==> src/design/nsbm_pkg.sv <==
package nsbm_pkg;

  localparam int unsigned ColW   = 8;
  localparam int unsigned WgtW   = 10;
  localparam int unsigned SqW    = 2 * ColW;
  localparam int unsigned ProdW  = SqW + WgtW;
  localparam int unsigned TermW  = ProdW + 2;
  localparam int unsigned SumW   = 34;
  localparam int unsigned CoordW = 10;
  localparam int unsigned WordW  = 32;
  localparam int unsigned CfgAddrW = 2;

  localparam logic [WgtW-1:0] RedWeightRst   = 10'd218;
  localparam logic [WgtW-1:0] GreenWeightRst = 10'd256;
  localparam logic [WgtW-1:0] BlueWeightRst  = 10'd154;
  localparam logic [SumW-1:0] SumMax         = {SumW{1'b1}};

  typedef enum logic [CfgAddrW-1:0] {
    CFG_RED   = 2'd0,
    CFG_GREEN = 2'd1,
    CFG_BLUE  = 2'd2
  } cfg_idx_e;

  typedef struct packed {
    logic                valid;
    logic [CfgAddrW-1:0] addr;
    logic [WgtW-1:0]     data;
  } cfg_wr_t;

  // one classified word handed from front to back
  typedef struct packed {
    logic [TermW-1:0]  term;
    logic [CoordW-1:0] x;
    logic [CoordW-1:0] y;
    logic [WordW-1:0]  pixel;
    logic              hood_end;
    logic              search_end;
  } entry_t;

  typedef struct packed {
    logic   valid;
    entry_t entry;
  } front_out_t;

endpackage

==> src/design/nsbm_front.sv <==
module nsbm_front (
  input  logic                          clk_i,
  input  logic                          rst_ni,
  input  nsbm_pkg::cfg_wr_t             cfg_i,
  input  logic                          in_valid_i,
  input  logic [nsbm_pkg::ColW-1:0]     cand_red_i,
  input  logic [nsbm_pkg::ColW-1:0]     cand_green_i,
  input  logic [nsbm_pkg::ColW-1:0]     cand_blue_i,
  input  logic [nsbm_pkg::ColW-1:0]     targ_red_i,
  input  logic [nsbm_pkg::ColW-1:0]     targ_green_i,
  input  logic [nsbm_pkg::ColW-1:0]     targ_blue_i,
  input  logic [nsbm_pkg::CoordW-1:0]   cand_x_i,
  input  logic [nsbm_pkg::CoordW-1:0]   cand_y_i,
  input  logic [nsbm_pkg::WordW-1:0]    cand_pixel_i,
  input  logic                          hood_end_i,
  input  logic                          search_end_i,
  output nsbm_pkg::front_out_t          out_o,
  output logic [1:0]                    inflight_o
);

  logic [nsbm_pkg::WgtW-1:0] weight_q [3];
  logic [nsbm_pkg::WgtW-1:0] weight_d [3];

  logic [nsbm_pkg::ColW-1:0] cand [3];
  logic [nsbm_pkg::ColW-1:0] targ [3];
  logic [nsbm_pkg::ColW-1:0] diff [3];

  logic                       s1_valid_q;
  logic [nsbm_pkg::SqW-1:0]   s1_sq_q [3];
  logic [nsbm_pkg::SqW-1:0]   s1_sq_d [3];
  nsbm_pkg::entry_t           s1_meta_q;

  logic                       s2_valid_q;
  logic [nsbm_pkg::ProdW-1:0] s2_prod_q [3];
  logic [nsbm_pkg::ProdW-1:0] s2_prod_d [3];
  nsbm_pkg::entry_t           s2_meta_q;

  nsbm_pkg::entry_t           in_meta;

  always_comb begin
    weight_d = weight_q;
    if (cfg_i.valid) begin
      unique case (cfg_i.addr)
        nsbm_pkg::CFG_RED:   weight_d[0] = cfg_i.data;
        nsbm_pkg::CFG_GREEN: weight_d[1] = cfg_i.data;
        nsbm_pkg::CFG_BLUE:  weight_d[2] = cfg_i.data;
        default: ;
      endcase
    end
  end

  always_ff @(posedge clk_i or negedge rst_ni) begin
    if (!rst_ni) begin
      weight_q[0] <= nsbm_pkg::RedWeightRst;
      weight_q[1] <= nsbm_pkg::GreenWeightRst;
      weight_q[2] <= nsbm_pkg::BlueWeightRst;
    end else begin
      weight_q <= weight_d;
    end
  end

  assign cand[0] = cand_red_i;
  assign cand[1] = cand_green_i;
  assign cand[2] = cand_blue_i;
  assign targ[0] = targ_red_i;
  assign targ[1] = targ_green_i;
  assign targ[2] = targ_blue_i;

  always_comb begin
    for (int c = 0; c < 3; c++) begin
      diff[c]    = (cand[c] >= targ[c]) ? (cand[c] - targ[c]) : (targ[c] - cand[c]);
      s1_sq_d[c] = nsbm_pkg::SqW'(diff[c]) * nsbm_pkg::SqW'(diff[c]);
    end
  end

  always_comb begin
    for (int c = 0; c < 3; c++) begin
      s2_prod_d[c] = nsbm_pkg::ProdW'(s1_sq_q[c]) * nsbm_pkg::ProdW'(weight_q[c]);
    end
  end

  always_comb begin
    in_meta            = '0;
    in_meta.x          = cand_x_i;
    in_meta.y          = cand_y_i;
    in_meta.pixel      = cand_pixel_i;
    in_meta.hood_end   = hood_end_i;
    in_meta.search_end = search_end_i;
  end

  always_ff @(posedge clk_i or negedge rst_ni) begin
    if (!rst_ni) begin
      s1_valid_q <= 1'b0;
      s2_valid_q <= 1'b0;
    end else begin
      s1_valid_q <= in_valid_i;
      s2_valid_q <= s1_valid_q;
    end
  end

  always_ff @(posedge clk_i) begin
    s1_sq_q   <= s1_sq_d;
    s1_meta_q <= in_meta;
    s2_prod_q <= s2_prod_d;
    s2_meta_q <= s1_meta_q;
  end

  always_comb begin
    out_o.valid      = s2_valid_q;
    out_o.entry      = s2_meta_q;
    out_o.entry.term = nsbm_pkg::TermW'(s2_prod_q[0]) + nsbm_pkg::TermW'(s2_prod_q[1])
                     + nsbm_pkg::TermW'(s2_prod_q[2]);
  end

  assign inflight_o = {1'b0, s1_valid_q} + {1'b0, s2_valid_q};

endmodule

==> src/design/nsbm_queue.sv <==
module nsbm_queue #(
  parameter int unsigned DEPTH = 4
) (
  input  logic                           clk_i,
  input  logic                           rst_ni,
  input  logic                           wr_valid_i,
  input  nsbm_pkg::entry_t               wr_data_i,
  output logic                           rd_valid_o,
  output nsbm_pkg::entry_t               rd_data_o,
  input  logic                           rd_ready_i,
  output logic [$clog2(DEPTH+1)-1:0]     count_o
);

  localparam int unsigned PtrW = (DEPTH > 1) ? $clog2(DEPTH) : 1;
  localparam int unsigned CntW = $clog2(DEPTH + 1);

  nsbm_pkg::entry_t mem_q [DEPTH];
  logic [PtrW-1:0]  wr_ptr_q, wr_ptr_d;
  logic [PtrW-1:0]  rd_ptr_q, rd_ptr_d;
  logic [CntW-1:0]  count_q, count_d;
  logic             do_wr, do_rd;

  assign do_wr = wr_valid_i;
  assign do_rd = rd_ready_i && (count_q != '0);

  always_comb begin
    wr_ptr_d = wr_ptr_q;
    rd_ptr_d = rd_ptr_q;
    count_d  = count_q;
    if (do_wr) begin
      wr_ptr_d = (wr_ptr_q == PtrW'(DEPTH - 1)) ? '0 : wr_ptr_q + 1'b1;
    end
    if (do_rd) begin
      rd_ptr_d = (rd_ptr_q == PtrW'(DEPTH - 1)) ? '0 : rd_ptr_q + 1'b1;
    end
    if (do_wr && !do_rd) begin
      count_d = count_q + 1'b1;
    end else if (do_rd && !do_wr) begin
      count_d = count_q - 1'b1;
    end
  end

  always_ff @(posedge clk_i or negedge rst_ni) begin
    if (!rst_ni) begin
      wr_ptr_q <= '0;
      rd_ptr_q <= '0;
      count_q  <= '0;
    end else begin
      wr_ptr_q <= wr_ptr_d;
      rd_ptr_q <= rd_ptr_d;
      count_q  <= count_d;
    end
  end

  always_ff @(posedge clk_i) begin
    if (do_wr) begin
      mem_q[wr_ptr_q] <= wr_data_i;
    end
  end

  assign rd_valid_o = (count_q != '0);
  assign rd_data_o  = mem_q[rd_ptr_q];
  assign count_o    = count_q;

endmodule

==> src/design/nsbm_back.sv <==
module nsbm_back (
  input  logic                          clk_i,
  input  logic                          rst_ni,
  input  logic                          in_valid_i,
  input  nsbm_pkg::entry_t              in_data_i,
  output logic                          in_ready_o,
  output logic                          empty,
  input  logic                          pop,
  output logic [nsbm_pkg::CoordW-1:0]   best_x_o,
  output logic [nsbm_pkg::CoordW-1:0]   best_y_o,
  output logic [nsbm_pkg::WordW-1:0]    best_color_o,
  output logic [nsbm_pkg::SumW-1:0]     best_score_o
);

  logic [nsbm_pkg::SumW-1:0]   running_q, running_d;
  logic                        have_best_q, have_best_d;
  logic [nsbm_pkg::SumW-1:0]   best_sum_q, best_sum_d;
  logic [nsbm_pkg::CoordW-1:0] best_col_q, best_col_d;
  logic [nsbm_pkg::CoordW-1:0] best_row_q, best_row_d;
  logic [nsbm_pkg::WordW-1:0]  best_word_q, best_word_d;

  logic                        out_valid_q, out_valid_d;
  logic [nsbm_pkg::CoordW-1:0] out_x_q, out_x_d;
  logic [nsbm_pkg::CoordW-1:0] out_y_q, out_y_d;
  logic [nsbm_pkg::WordW-1:0]  out_word_q, out_word_d;
  logic [nsbm_pkg::SumW-1:0]   out_sum_q, out_sum_d;

  logic [nsbm_pkg::SumW:0]     raw_sum;
  logic [nsbm_pkg::SumW-1:0]   total;
  logic                        take, is_end, pop_ok, process;
  logic [nsbm_pkg::SumW-1:0]   nb_sum;
  logic [nsbm_pkg::CoordW-1:0] nb_col, nb_row;
  logic [nsbm_pkg::WordW-1:0]  nb_word;

  assign pop_ok  = pop && out_valid_q;
  assign is_end  = in_data_i.hood_end && in_data_i.search_end;
  // a search end needs the result slot free (or freeing this cycle)
  assign process = in_valid_i && (!is_end || !out_valid_q || pop_ok);
  assign in_ready_o = process;

  assign raw_sum = {1'b0, running_q} + (nsbm_pkg::SumW + 1)'(in_data_i.term);
  assign total   = raw_sum[nsbm_pkg::SumW] ? nsbm_pkg::SumMax : raw_sum[nsbm_pkg::SumW-1:0];
  assign take    = !have_best_q || (total < best_sum_q);

  assign nb_sum  = take ? total          : best_sum_q;
  assign nb_col  = take ? in_data_i.x     : best_col_q;
  assign nb_row  = take ? in_data_i.y     : best_row_q;
  assign nb_word = take ? in_data_i.pixel : best_word_q;

  always_comb begin
    running_d   = running_q;
    have_best_d = have_best_q;
    best_sum_d  = best_sum_q;
    best_col_d  = best_col_q;
    best_row_d  = best_row_q;
    best_word_d = best_word_q;
    out_valid_d = out_valid_q && !pop_ok;
    out_x_d     = out_x_q;
    out_y_d     = out_y_q;
    out_word_d  = out_word_q;
    out_sum_d   = out_sum_q;
    if (process) begin
      if (!in_data_i.hood_end) begin
        running_d = total;
      end else begin
        running_d = '0;
        if (in_data_i.search_end) begin
          out_valid_d = 1'b1;
          out_x_d     = nb_col;
          out_y_d     = nb_row;
          out_word_d  = nb_word;
          out_sum_d   = nb_sum;
          have_best_d = 1'b0;
        end else begin
          have_best_d = 1'b1;
          best_sum_d  = nb_sum;
          best_col_d  = nb_col;
          best_row_d  = nb_row;
          best_word_d = nb_word;
        end
      end
    end
  end

  always_ff @(posedge clk_i or negedge rst_ni) begin
    if (!rst_ni) begin
      running_q   <= '0;
      have_best_q <= 1'b0;
      out_valid_q <= 1'b0;
    end else begin
      running_q   <= running_d;
      have_best_q <= have_best_d;
      out_valid_q <= out_valid_d;
    end
  end

  always_ff @(posedge clk_i) begin
    best_sum_q  <= best_sum_d;
    best_col_q  <= best_col_d;
    best_row_q  <= best_row_d;
    best_word_q <= best_word_d;
    out_x_q     <= out_x_d;
    out_y_q     <= out_y_d;
    out_word_q  <= out_word_d;
    out_sum_q   <= out_sum_d;
  end

  assign empty        = !out_valid_q;
  assign best_x_o     = out_x_q;
  assign best_y_o     = out_y_q;
  assign best_color_o = out_word_q;
  assign best_score_o = out_sum_q;

endmodule

==> src/design/neighborhood_ssd_best_match.sv <==
// A search end passes s1, s2, the queue (held while a result is unpopped), the result regs.
// Throughput: one word per cycle while full is low; squares and weights run in a two-stage
// front pipe; the back's accumulate/compare loop takes one word per cycle off the queue.
// full rises only when the queue plus front pipe hold QUEUE_DEPTH words (result not popped).
// Reset (async, active low): weights to 218/256/154, search state and the queue cleared.
module neighborhood_ssd_best_match #(
  parameter int unsigned QUEUE_DEPTH = 4
) (
  input  logic                                  clk_i,
  input  logic                                  rst_ni,
  input  logic                                  cfg_valid_i,
  output logic                                  cfg_ready_o,
  input  logic [nsbm_pkg::CfgAddrW-1:0]         cfg_addr_i,
  input  logic [nsbm_pkg::WgtW-1:0]             cfg_data_i,
  input  logic                                  push,
  output logic                                  full,
  input  logic [nsbm_pkg::ColW-1:0]             cand_red_i,
  input  logic [nsbm_pkg::ColW-1:0]             cand_green_i,
  input  logic [nsbm_pkg::ColW-1:0]             cand_blue_i,
  input  logic [nsbm_pkg::ColW-1:0]             targ_red_i,
  input  logic [nsbm_pkg::ColW-1:0]             targ_green_i,
  input  logic [nsbm_pkg::ColW-1:0]             targ_blue_i,
  input  logic [nsbm_pkg::CoordW-1:0]           cand_x_i,
  input  logic [nsbm_pkg::CoordW-1:0]           cand_y_i,
  input  logic [nsbm_pkg::WordW-1:0]            cand_pixel_i,
  input  logic                                  hood_end_i,
  input  logic                                  search_end_i,
  output logic                                  empty,
  input  logic                                  pop,
  output logic [nsbm_pkg::CoordW-1:0]           best_x_o,
  output logic [nsbm_pkg::CoordW-1:0]           best_y_o,
  output logic [nsbm_pkg::WordW-1:0]            best_color_o,
  output logic [nsbm_pkg::SumW-1:0]             best_score_o
);

  localparam int unsigned CntW = $clog2(QUEUE_DEPTH + 1);

  nsbm_pkg::cfg_wr_t    cfg_wr;
  nsbm_pkg::front_out_t front_out;
  logic [1:0]           inflight;
  logic                 push_ok;
  logic                 q_rd_valid, q_rd_ready;
  nsbm_pkg::entry_t     q_rd_data;
  logic [CntW-1:0]      q_count;
  logic [CntW:0]        committed;

  assign cfg_ready_o  = 1'b1;
  assign cfg_wr.valid = cfg_valid_i;
  assign cfg_wr.addr  = cfg_addr_i;
  assign cfg_wr.data  = cfg_data_i;

  // words in the front pipe already own a queue slot
  assign committed = (CntW + 1)'(q_count) + (CntW + 1)'(inflight);
  assign full      = (committed >= (CntW + 1)'(QUEUE_DEPTH));
  assign push_ok   = push && !full;

  nsbm_front u_front (
    .clk_i        (clk_i),
    .rst_ni       (rst_ni),
    .cfg_i        (cfg_wr),
    .in_valid_i   (push_ok),
    .cand_red_i   (cand_red_i),
    .cand_green_i (cand_green_i),
    .cand_blue_i  (cand_blue_i),
    .targ_red_i   (targ_red_i),
    .targ_green_i (targ_green_i),
    .targ_blue_i  (targ_blue_i),
    .cand_x_i     (cand_x_i),
    .cand_y_i     (cand_y_i),
    .cand_pixel_i (cand_pixel_i),
    .hood_end_i   (hood_end_i),
    .search_end_i (search_end_i),
    .out_o        (front_out),
    .inflight_o   (inflight)
  );

  nsbm_queue #(
    .DEPTH (QUEUE_DEPTH)
  ) u_queue (
    .clk_i      (clk_i),
    .rst_ni     (rst_ni),
    .wr_valid_i (front_out.valid),
    .wr_data_i  (front_out.entry),
    .rd_valid_o (q_rd_valid),
    .rd_data_o  (q_rd_data),
    .rd_ready_i (q_rd_ready),
    .count_o    (q_count)
  );

  nsbm_back u_back (
    .clk_i        (clk_i),
    .rst_ni       (rst_ni),
    .in_valid_i   (q_rd_valid),
    .in_data_i    (q_rd_data),
    .in_ready_o   (q_rd_ready),
    .empty        (empty),
    .pop          (pop),
    .best_x_o     (best_x_o),
    .best_y_o     (best_y_o),
    .best_color_o (best_color_o),
    .best_score_o (best_score_o)
  );

`ifndef NO_ASSERTIONS
  a_no_overflow: assert property (@(posedge clk_i) disable iff (!rst_ni)
    front_out.valid |-> (q_count < CntW'(QUEUE_DEPTH)) || q_rd_ready)
    else $error("queue written while full");

  a_credit_bound: assert property (@(posedge clk_i) disable iff (!rst_ni)
    committed <= (CntW + 1)'(QUEUE_DEPTH))
    else $error("more words committed than queue slots");

  a_result_source: assert property (@(posedge clk_i) disable iff (!rst_ni)
    $fell(empty) |-> $past(q_rd_valid && q_rd_ready && q_rd_data.hood_end
                           && q_rd_data.search_end))
    else $error("result appeared without a search end word");
`endif

endmodule

==> config.mk <==
export PLATFORM = sky130hd
export DESIGN_NAME = neighborhood_ssd_best_match
export DESIGN_NICKNAME = d
export VERILOG_FILES = /design/src/design/nsbm_pkg.sv /design/src/design/nsbm_front.sv /design/src/design/nsbm_queue.sv /design/src/design/nsbm_back.sv /design/src/design/neighborhood_ssd_best_match.sv
export SDC_FILE = /design/constraint.sdc
export NUM_CORES = 2
export LEC_CHECK = 0
export ABC_AREA = 0
export BUFFER_PORTS_ARGS = -buffer_cell sky130_fd_sc_hd__buf_2
export CORE_UTILIZATION = 65
export DETAILED_ROUTE_END_ITERATION = 6
export PLACE_DENSITY_LB_ADDON = 0.08
export SYNTH_ARGS = -nofsm -noshare
export SYNTH_HDL_FRONTEND = slang
export SYNTH_HIERARCHICAL = 1
export SYNTH_SLANG_ARGS = --single-unit
==> constraint.sdc <==
create_clock -name clk_i -period 11.55 [get_ports clk_i]
set_clock_uncertainty 0.2 [all_clocks]
set_input_delay 1.7325 -clock clk_i [delete_from_list [all_inputs] [get_ports clk_i]]
set_output_delay 1.7325 -clock clk_i [all_outputs]
set_load 0.02 [all_outputs]
Word level (Yosys, flattened, before mapping) --
Memory sizes are Yosys's and may differ from the RTL's. Index checks and enable logic that the tools add are counted.
Operators by class: add/sub/neg operators 15, $mul 6, divide/modulo/power cells 0, magnitude comparators 5, equality and inequality tests 4, shift operators 0, mux-type cells 19, bitwise operators 1, reductions and logical operators 27
Operators by type and width (number):
- $mux W34 | 3
- $mul A16 B10 Y26 | 3
- $mul A8 B8 Y16 | 3
- $sub A8 B8 Y8 | 6
- $add A34 B28 Y35 | 1
- $lt A34 B34 Y1 | 1
- $mux W32 | 1
- $add A28 B26 Y28 | 1
- $add A26 B26 Y27 | 1
- $ge A8 B8 Y1 | 3
- $mux W8 | 3
- $mux W10 | 2
- $logic_and A1 B1 Y1 | 8
- $reduce_and A2 Y1 | 4
- $logic_not A1 Y1 | 7
- $eq A2 B2 Y1 const B | 3
- $mux W1 | 6
- $mux W3 | 2
- $reduce_and A3 Y1 | 2
- $add A2 B1 Y2 const B | 2
- $add A3 B2 Y4 | 1
- $ge A4 B3 Y1 const B | 1
- $mux W2 | 2
- $add A3 B1 Y3 const B | 1
- other kinds (8) | 10
Word-level totals: flip-flop bits (word level) 481, bits in latches 0, RAM bits 328, ROM bits 0, output and inout port bits 89, memories 1
Memory list:
- u_queue.mem_q | words 4, bits a word 82, rd ports 1, clocked after memory_dff 0, write ports 1, line nsbm_queue.sv:17 | nsbm_pkg::entry_t mem_q [DEPTH];

Logic depth before layout (Yosys ltp) --
An unclocked memory read counts as a cell.
word-level depth 10, gate-level depth with buffers 29, depth with buffers taken out 28

Modules after synthesis --
Netlist, hierarchy kept.
Modules (own cells, without submodules):
- nsbm_front | times used 1, cells each 3077, area an instance 29034.1 um^2, seq. area each 5437.7 um^2
- nsbm_queue | times used 1, cells each 464, area an instance 12239.2 um^2, seq. area each 10024.6 um^2
- nsbm_back | times used 1, cells each 824, area an instance 10426.2 um^2, seq. area each 6065.8 um^2
- neighborhood_ssd_best_match | times used 1, cells each 7, area an instance 45.0 um^2, seq. area each 0.0 um^2

Least setup slack after synthesis --
Ideal clock, no wire load.
kind input to register, from input cand_blue_i[0] in the netlist's numbering, to register u_front/s1_sq_q[15] in the netlist's numbering, arrival 8.061 ns, setup slack 3.165 ns, cell stages on the path 26, path through inv_1 ha_1 inv_1 fa_1 a21o_1 a21oi_2 a21oi_1 a211oi_4 mux2i_1 xor2_1 or2_1 inv_1 fa_1 fa_1 inv_1 fa_1 fa_1 inv_1 ha_1 or3_1 o21ai_0 a21oi_1 and4_1 a2111oi_0 a21oi_1 xor2_1
RTL lines:
- start, declared | line neighborhood_ssd_best_match.sv:19 | input logic [nsbm_pkg::ColW-1:0] cand_blue_i,
- end signal, assigned | line nsbm_front.sv:102 | s1_sq_q <= s1_sq_d;
- end, declared | line nsbm_front.sv:29 | logic [nsbm_pkg::SqW-1:0] s1_sq_q [3];

==> qor.csv <==
stage,metric,value,unit
routing,drt.antenna.violating_nets,0,
global_routing,grt_pass1_wl,171900,µm
floorplanning,floorplan.initialDensity,65.61,%
routing,drt_iter0_drc,1820,
place,portBuffers,206,
critical_path,data_arrival_time_at_the_worst_slack_endpoint,8840,ps
routing,via_per_inst,5.672,
routing,drc_violation_count_after_routing,0,
cts,postCtsResizedCells,0,
routing,avgRoutedWirePerCell,18.40,µm
layout,layout.filler_cells,5638,
place,detailed_place.area,53570,µm²
sta,timing_max_transition_violations_final,0,
place,dp.final_hpwl,75430,µm
layout,sequential_cell_area,21540,µm²
floorplanning,dieWidth,284.1,µm
critical_path,critical_path.reg2reg.startpoint,u_queue/rd_ptr_q[1],
yosys,synth_top_cells_by_count,"sky130_fd_sc_hd__inv_1, sky130_fd_sc_hd__edfxtp_1, sky130_fd_sc_hd__fa_1",
critical_path,worst-endpoint-required,11900,ps
global_routing,number_of_global_route_vias_before_repair,33690,
worst_hold_path,hold_wc_startpoint,u_front/s1_meta_q[37],
yosys,yosys_register_bits,806,
layout,areaGrowthSynthToFinish,8.806,%
layout,final_cells,5656,
floorplanning,die_area,80740,µm²
sta,final.min_clock_period,8497,ps
layout,fin_area,56300,µm²
routing,detailroute.via_count,32080,
cts,cts-buffers-inserted,82,
yosys,synth_edf_count,500,
critical_path,endpoint_kind,flip-flop,
critical_path,timing.critical_path.fanout_max,9,
floorplanning,floorplan.io_pins,208,
place,dp_cells,5501,
floorplanning,core.rowCount,103,
status,outcome,"finished, final reports clean",
cts,clkSlewWorstSetupHoldPaths,60,ps
cts,clock_network_latency_to_the_later_pin_of_the_worst_skew_pair,670,ps
sta,rsz0062_at_grt,false,
yosys,library_cell_with_the_highest_instance_count_after_synthesis,sky130_fd_sc_hd__inv_1,
routing,first_pass_iters,5,
critical_path,timing.critical_path.buf_inv,6,
global_routing,global_route.usage.total,26.65,%
yosys,syn_avg_cell_area,11.84,µm²
sta,timing.slew.headroom,33.44,%
cts,tritoncts,done,
flow_run,drv_cap,0,
cts,postCtsHoldBufs,0,
cts,htreeDepth,3,
global_routing,antenna_found_initial,2,
cts,clock_sink_count,806,
sta,finalHoldViolations,0,
critical_path,timing_worst_setup_path_type,in -> reg,
yosys,async_flop_share,9.305,%
cts,clock-root-buffer,sky130_fd_sc_hd__clkbuf_16,
global_routing,global_route.overflow_total,0,
floorplanning,fp.dieH,284.1,µm
cts,cts_buffer_depth,3,
worst_hold_path,hold_class,reg -> reg,
critical_path,worst_path_dominant_cell_family,adder cells,
cts,cts_post_setup_buffers_inserted,0,
yosys,seq_area_frac_synth,41.60,%
sta,setup_violations,0,
place,place.gp.congestion,0.9152,
yosys,synth.cell_area,51740,µm²
yosys,synth_area_leaders,"sky130_fd_sc_hd__edfxtp_1, sky130_fd_sc_hd__fa_1, sky130_fd_sc_hd__ha_1, sky130_fd_sc_hd__dfxtp_1, sky130_fd_sc_hd__inv_1",
sta,fin_setup_tns,0,ps
global_routing,grt_start_max_net_pins,64,
sta,finalCritPeriodShare,73.56,%
yosys,synth_cell_types,88,
layout,post_route_cells_drive_above_1_share,13.09,%
critical_path,critical_path.slowest_cell,sky130_fd_sc_hd__a2111oi_0,
routing,routed_wl,104100,µm
yosys,synthesis.yosys.warnings,6,
sta,achievable_clock_frequency,117.7,MHz
critical_path,critical_path.startpoint,cand_blue_i[0],
yosys,synth_top_area_share,29.02,%
floorplanning,design.core.area,78870,µm²
yosys,synth.largest_area_cell,sky130_fd_sc_hd__edfxtp_1,
yosys,yosys_most_used_dff,sky130_fd_sc_hd__edfxtp_1,
layout,final_net_count,5492,
sta,hold_slack,119.2,ps
critical_path,cp_slowest_stage_delay,680,ps
sta,timing_worst_slew_pin_value,998.4,ps
layout,multiInputGateArea,27260,µm²
yosys,synthCells,4372,
critical_path,start_kind,primary input,
==> per-layer routing <==
metal  wire length [µm]  GRT usage, %  part of all wire, %  up-vias
met4               2265         7.379                  2.2        0
met5                  0             0                    0        -
met2              52380         46.35                   50      786
met3               4871         3.250                  4.7      155
li1                   -             -                    -    15110
met1              44560         35.36                   43    16030
==> per-stage QoR <==
step / setup WS, ps / util [%]
after floorplan: 3165 / -
after global placement: 2636 / 67.92
after detailed placement: 2430 / 67.92
after CTS: 3126 / 71.38
after global routing: 2596 / 71.38
final: 3053 / 71.38
==> cell type report <==
class,instances,area share [%]
well taps,1050,2.333
diodes,1,0.004445
inverters,617,4.114
multi-input cells,2807,48.42
clock inverters,49,0.9378
flip-flops and latches,806,38.25
repair buffers,221,2.036
clock buffers,105,3.905
==> logic make-up after synthesis <==
family	count (synthesis)	synth area share, %
simple gates	995	9.484
other cells	3	0.02176
flops	806	41.60
buf+inv	769	5.859
xor+xnor	178	3.129
compound gates	586	7.464
mux	197	6.052
fa+ha+maj	838	26.39
==> worst reg2reg max path, cell delays in order, from the launching register on <==
cell                        delay [ps]
sky130_fd_sc_hd__dfrtp_4           660
sky130_fd_sc_hd__buf_4             790
sky130_fd_sc_hd__mux4_2            490
sky130_fd_sc_hd__ha_1              240
sky130_fd_sc_hd__inv_1              80
sky130_fd_sc_hd__fa_1              190
sky130_fd_sc_hd__nor2b_1            70
sky130_fd_sc_hd__o2111ai_1         400
sky130_fd_sc_hd__a211oi_4          160
sky130_fd_sc_hd__o311a_1           410
sky130_fd_sc_hd__o21ai_2           370
sky130_fd_sc_hd__buf_4             390
sky130_fd_sc_hd__nand2_1           160
sky130_fd_sc_hd__ha_1              330
sky130_fd_sc_hd__and3_1            180
sky130_fd_sc_hd__a221oi_1          380
sky130_fd_sc_hd__o21ai_0           190
sky130_fd_sc_hd__o2bb2ai_1         160
sky130_fd_sc_hd__o31ai_1           290
sky130_fd_sc_hd__and3_2            890
sky130_fd_sc_hd__nor2_1            110
sky130_fd_sc_hd__a31oi_1           390
==> sequential cells by signal (all words and copies together) (netlist names), 30 cells and up <==
| signal | count |
|---|---|
| u_back/running_q | 34 |
| u_back/best_sum_q | 34 |
| u_front/s1_meta_q | 54 |
| u_front/weight_q | 30 |
| u_front/s2_prod_q | 78 |
| u_front/out_o | 54 |
| u_back/best_score_o | 34 |
| u_back/best_word_q | 32 |
| u_front/s1_sq_q | 45 |
| u_back/best_color_o | 32 |
| u_queue/mem_q | 328 |
==> path summary, 6_finish.rpt <==
check	endpoint	depth (start not counted)	slack (ps)
worst min-delay path	u_front/out_o[37]	0	120
worst max register to register	u_back/best_sum_q[16]	21	3780
worst max-delay path	u_front/s1_sq_q[15]	27	3050
worst min register to register	u_front/out_o[37]	0	120
min in group asynchronous	u_back/running_q[26]	1	750
max in group asynchronous	u_front/weight_q[28]	2	9190
==> cells in the final DEF (no fill, tap or decap), types with 117 or more instances in the layout <==
cell type / count
sky130_fd_sc_hd__inv_1: 616
sky130_fd_sc_hd__edfxtp_1: 500
sky130_fd_sc_hd__fa_1: 422
sky130_fd_sc_hd__ha_1: 416
sky130_fd_sc_hd__nand2_1: 352
sky130_fd_sc_hd__and2_1: 234
sky130_fd_sc_hd__dfxtp_1: 231
sky130_fd_sc_hd__buf_2: 205
sky130_fd_sc_hd__a21oi_1: 184
sky130_fd_sc_hd__nor2_1: 167
sky130_fd_sc_hd__xnor2_1: 117
Power is not shown: default switching activity piles up to over one toggle a cycle in this logic, so the estimate is an artifact.
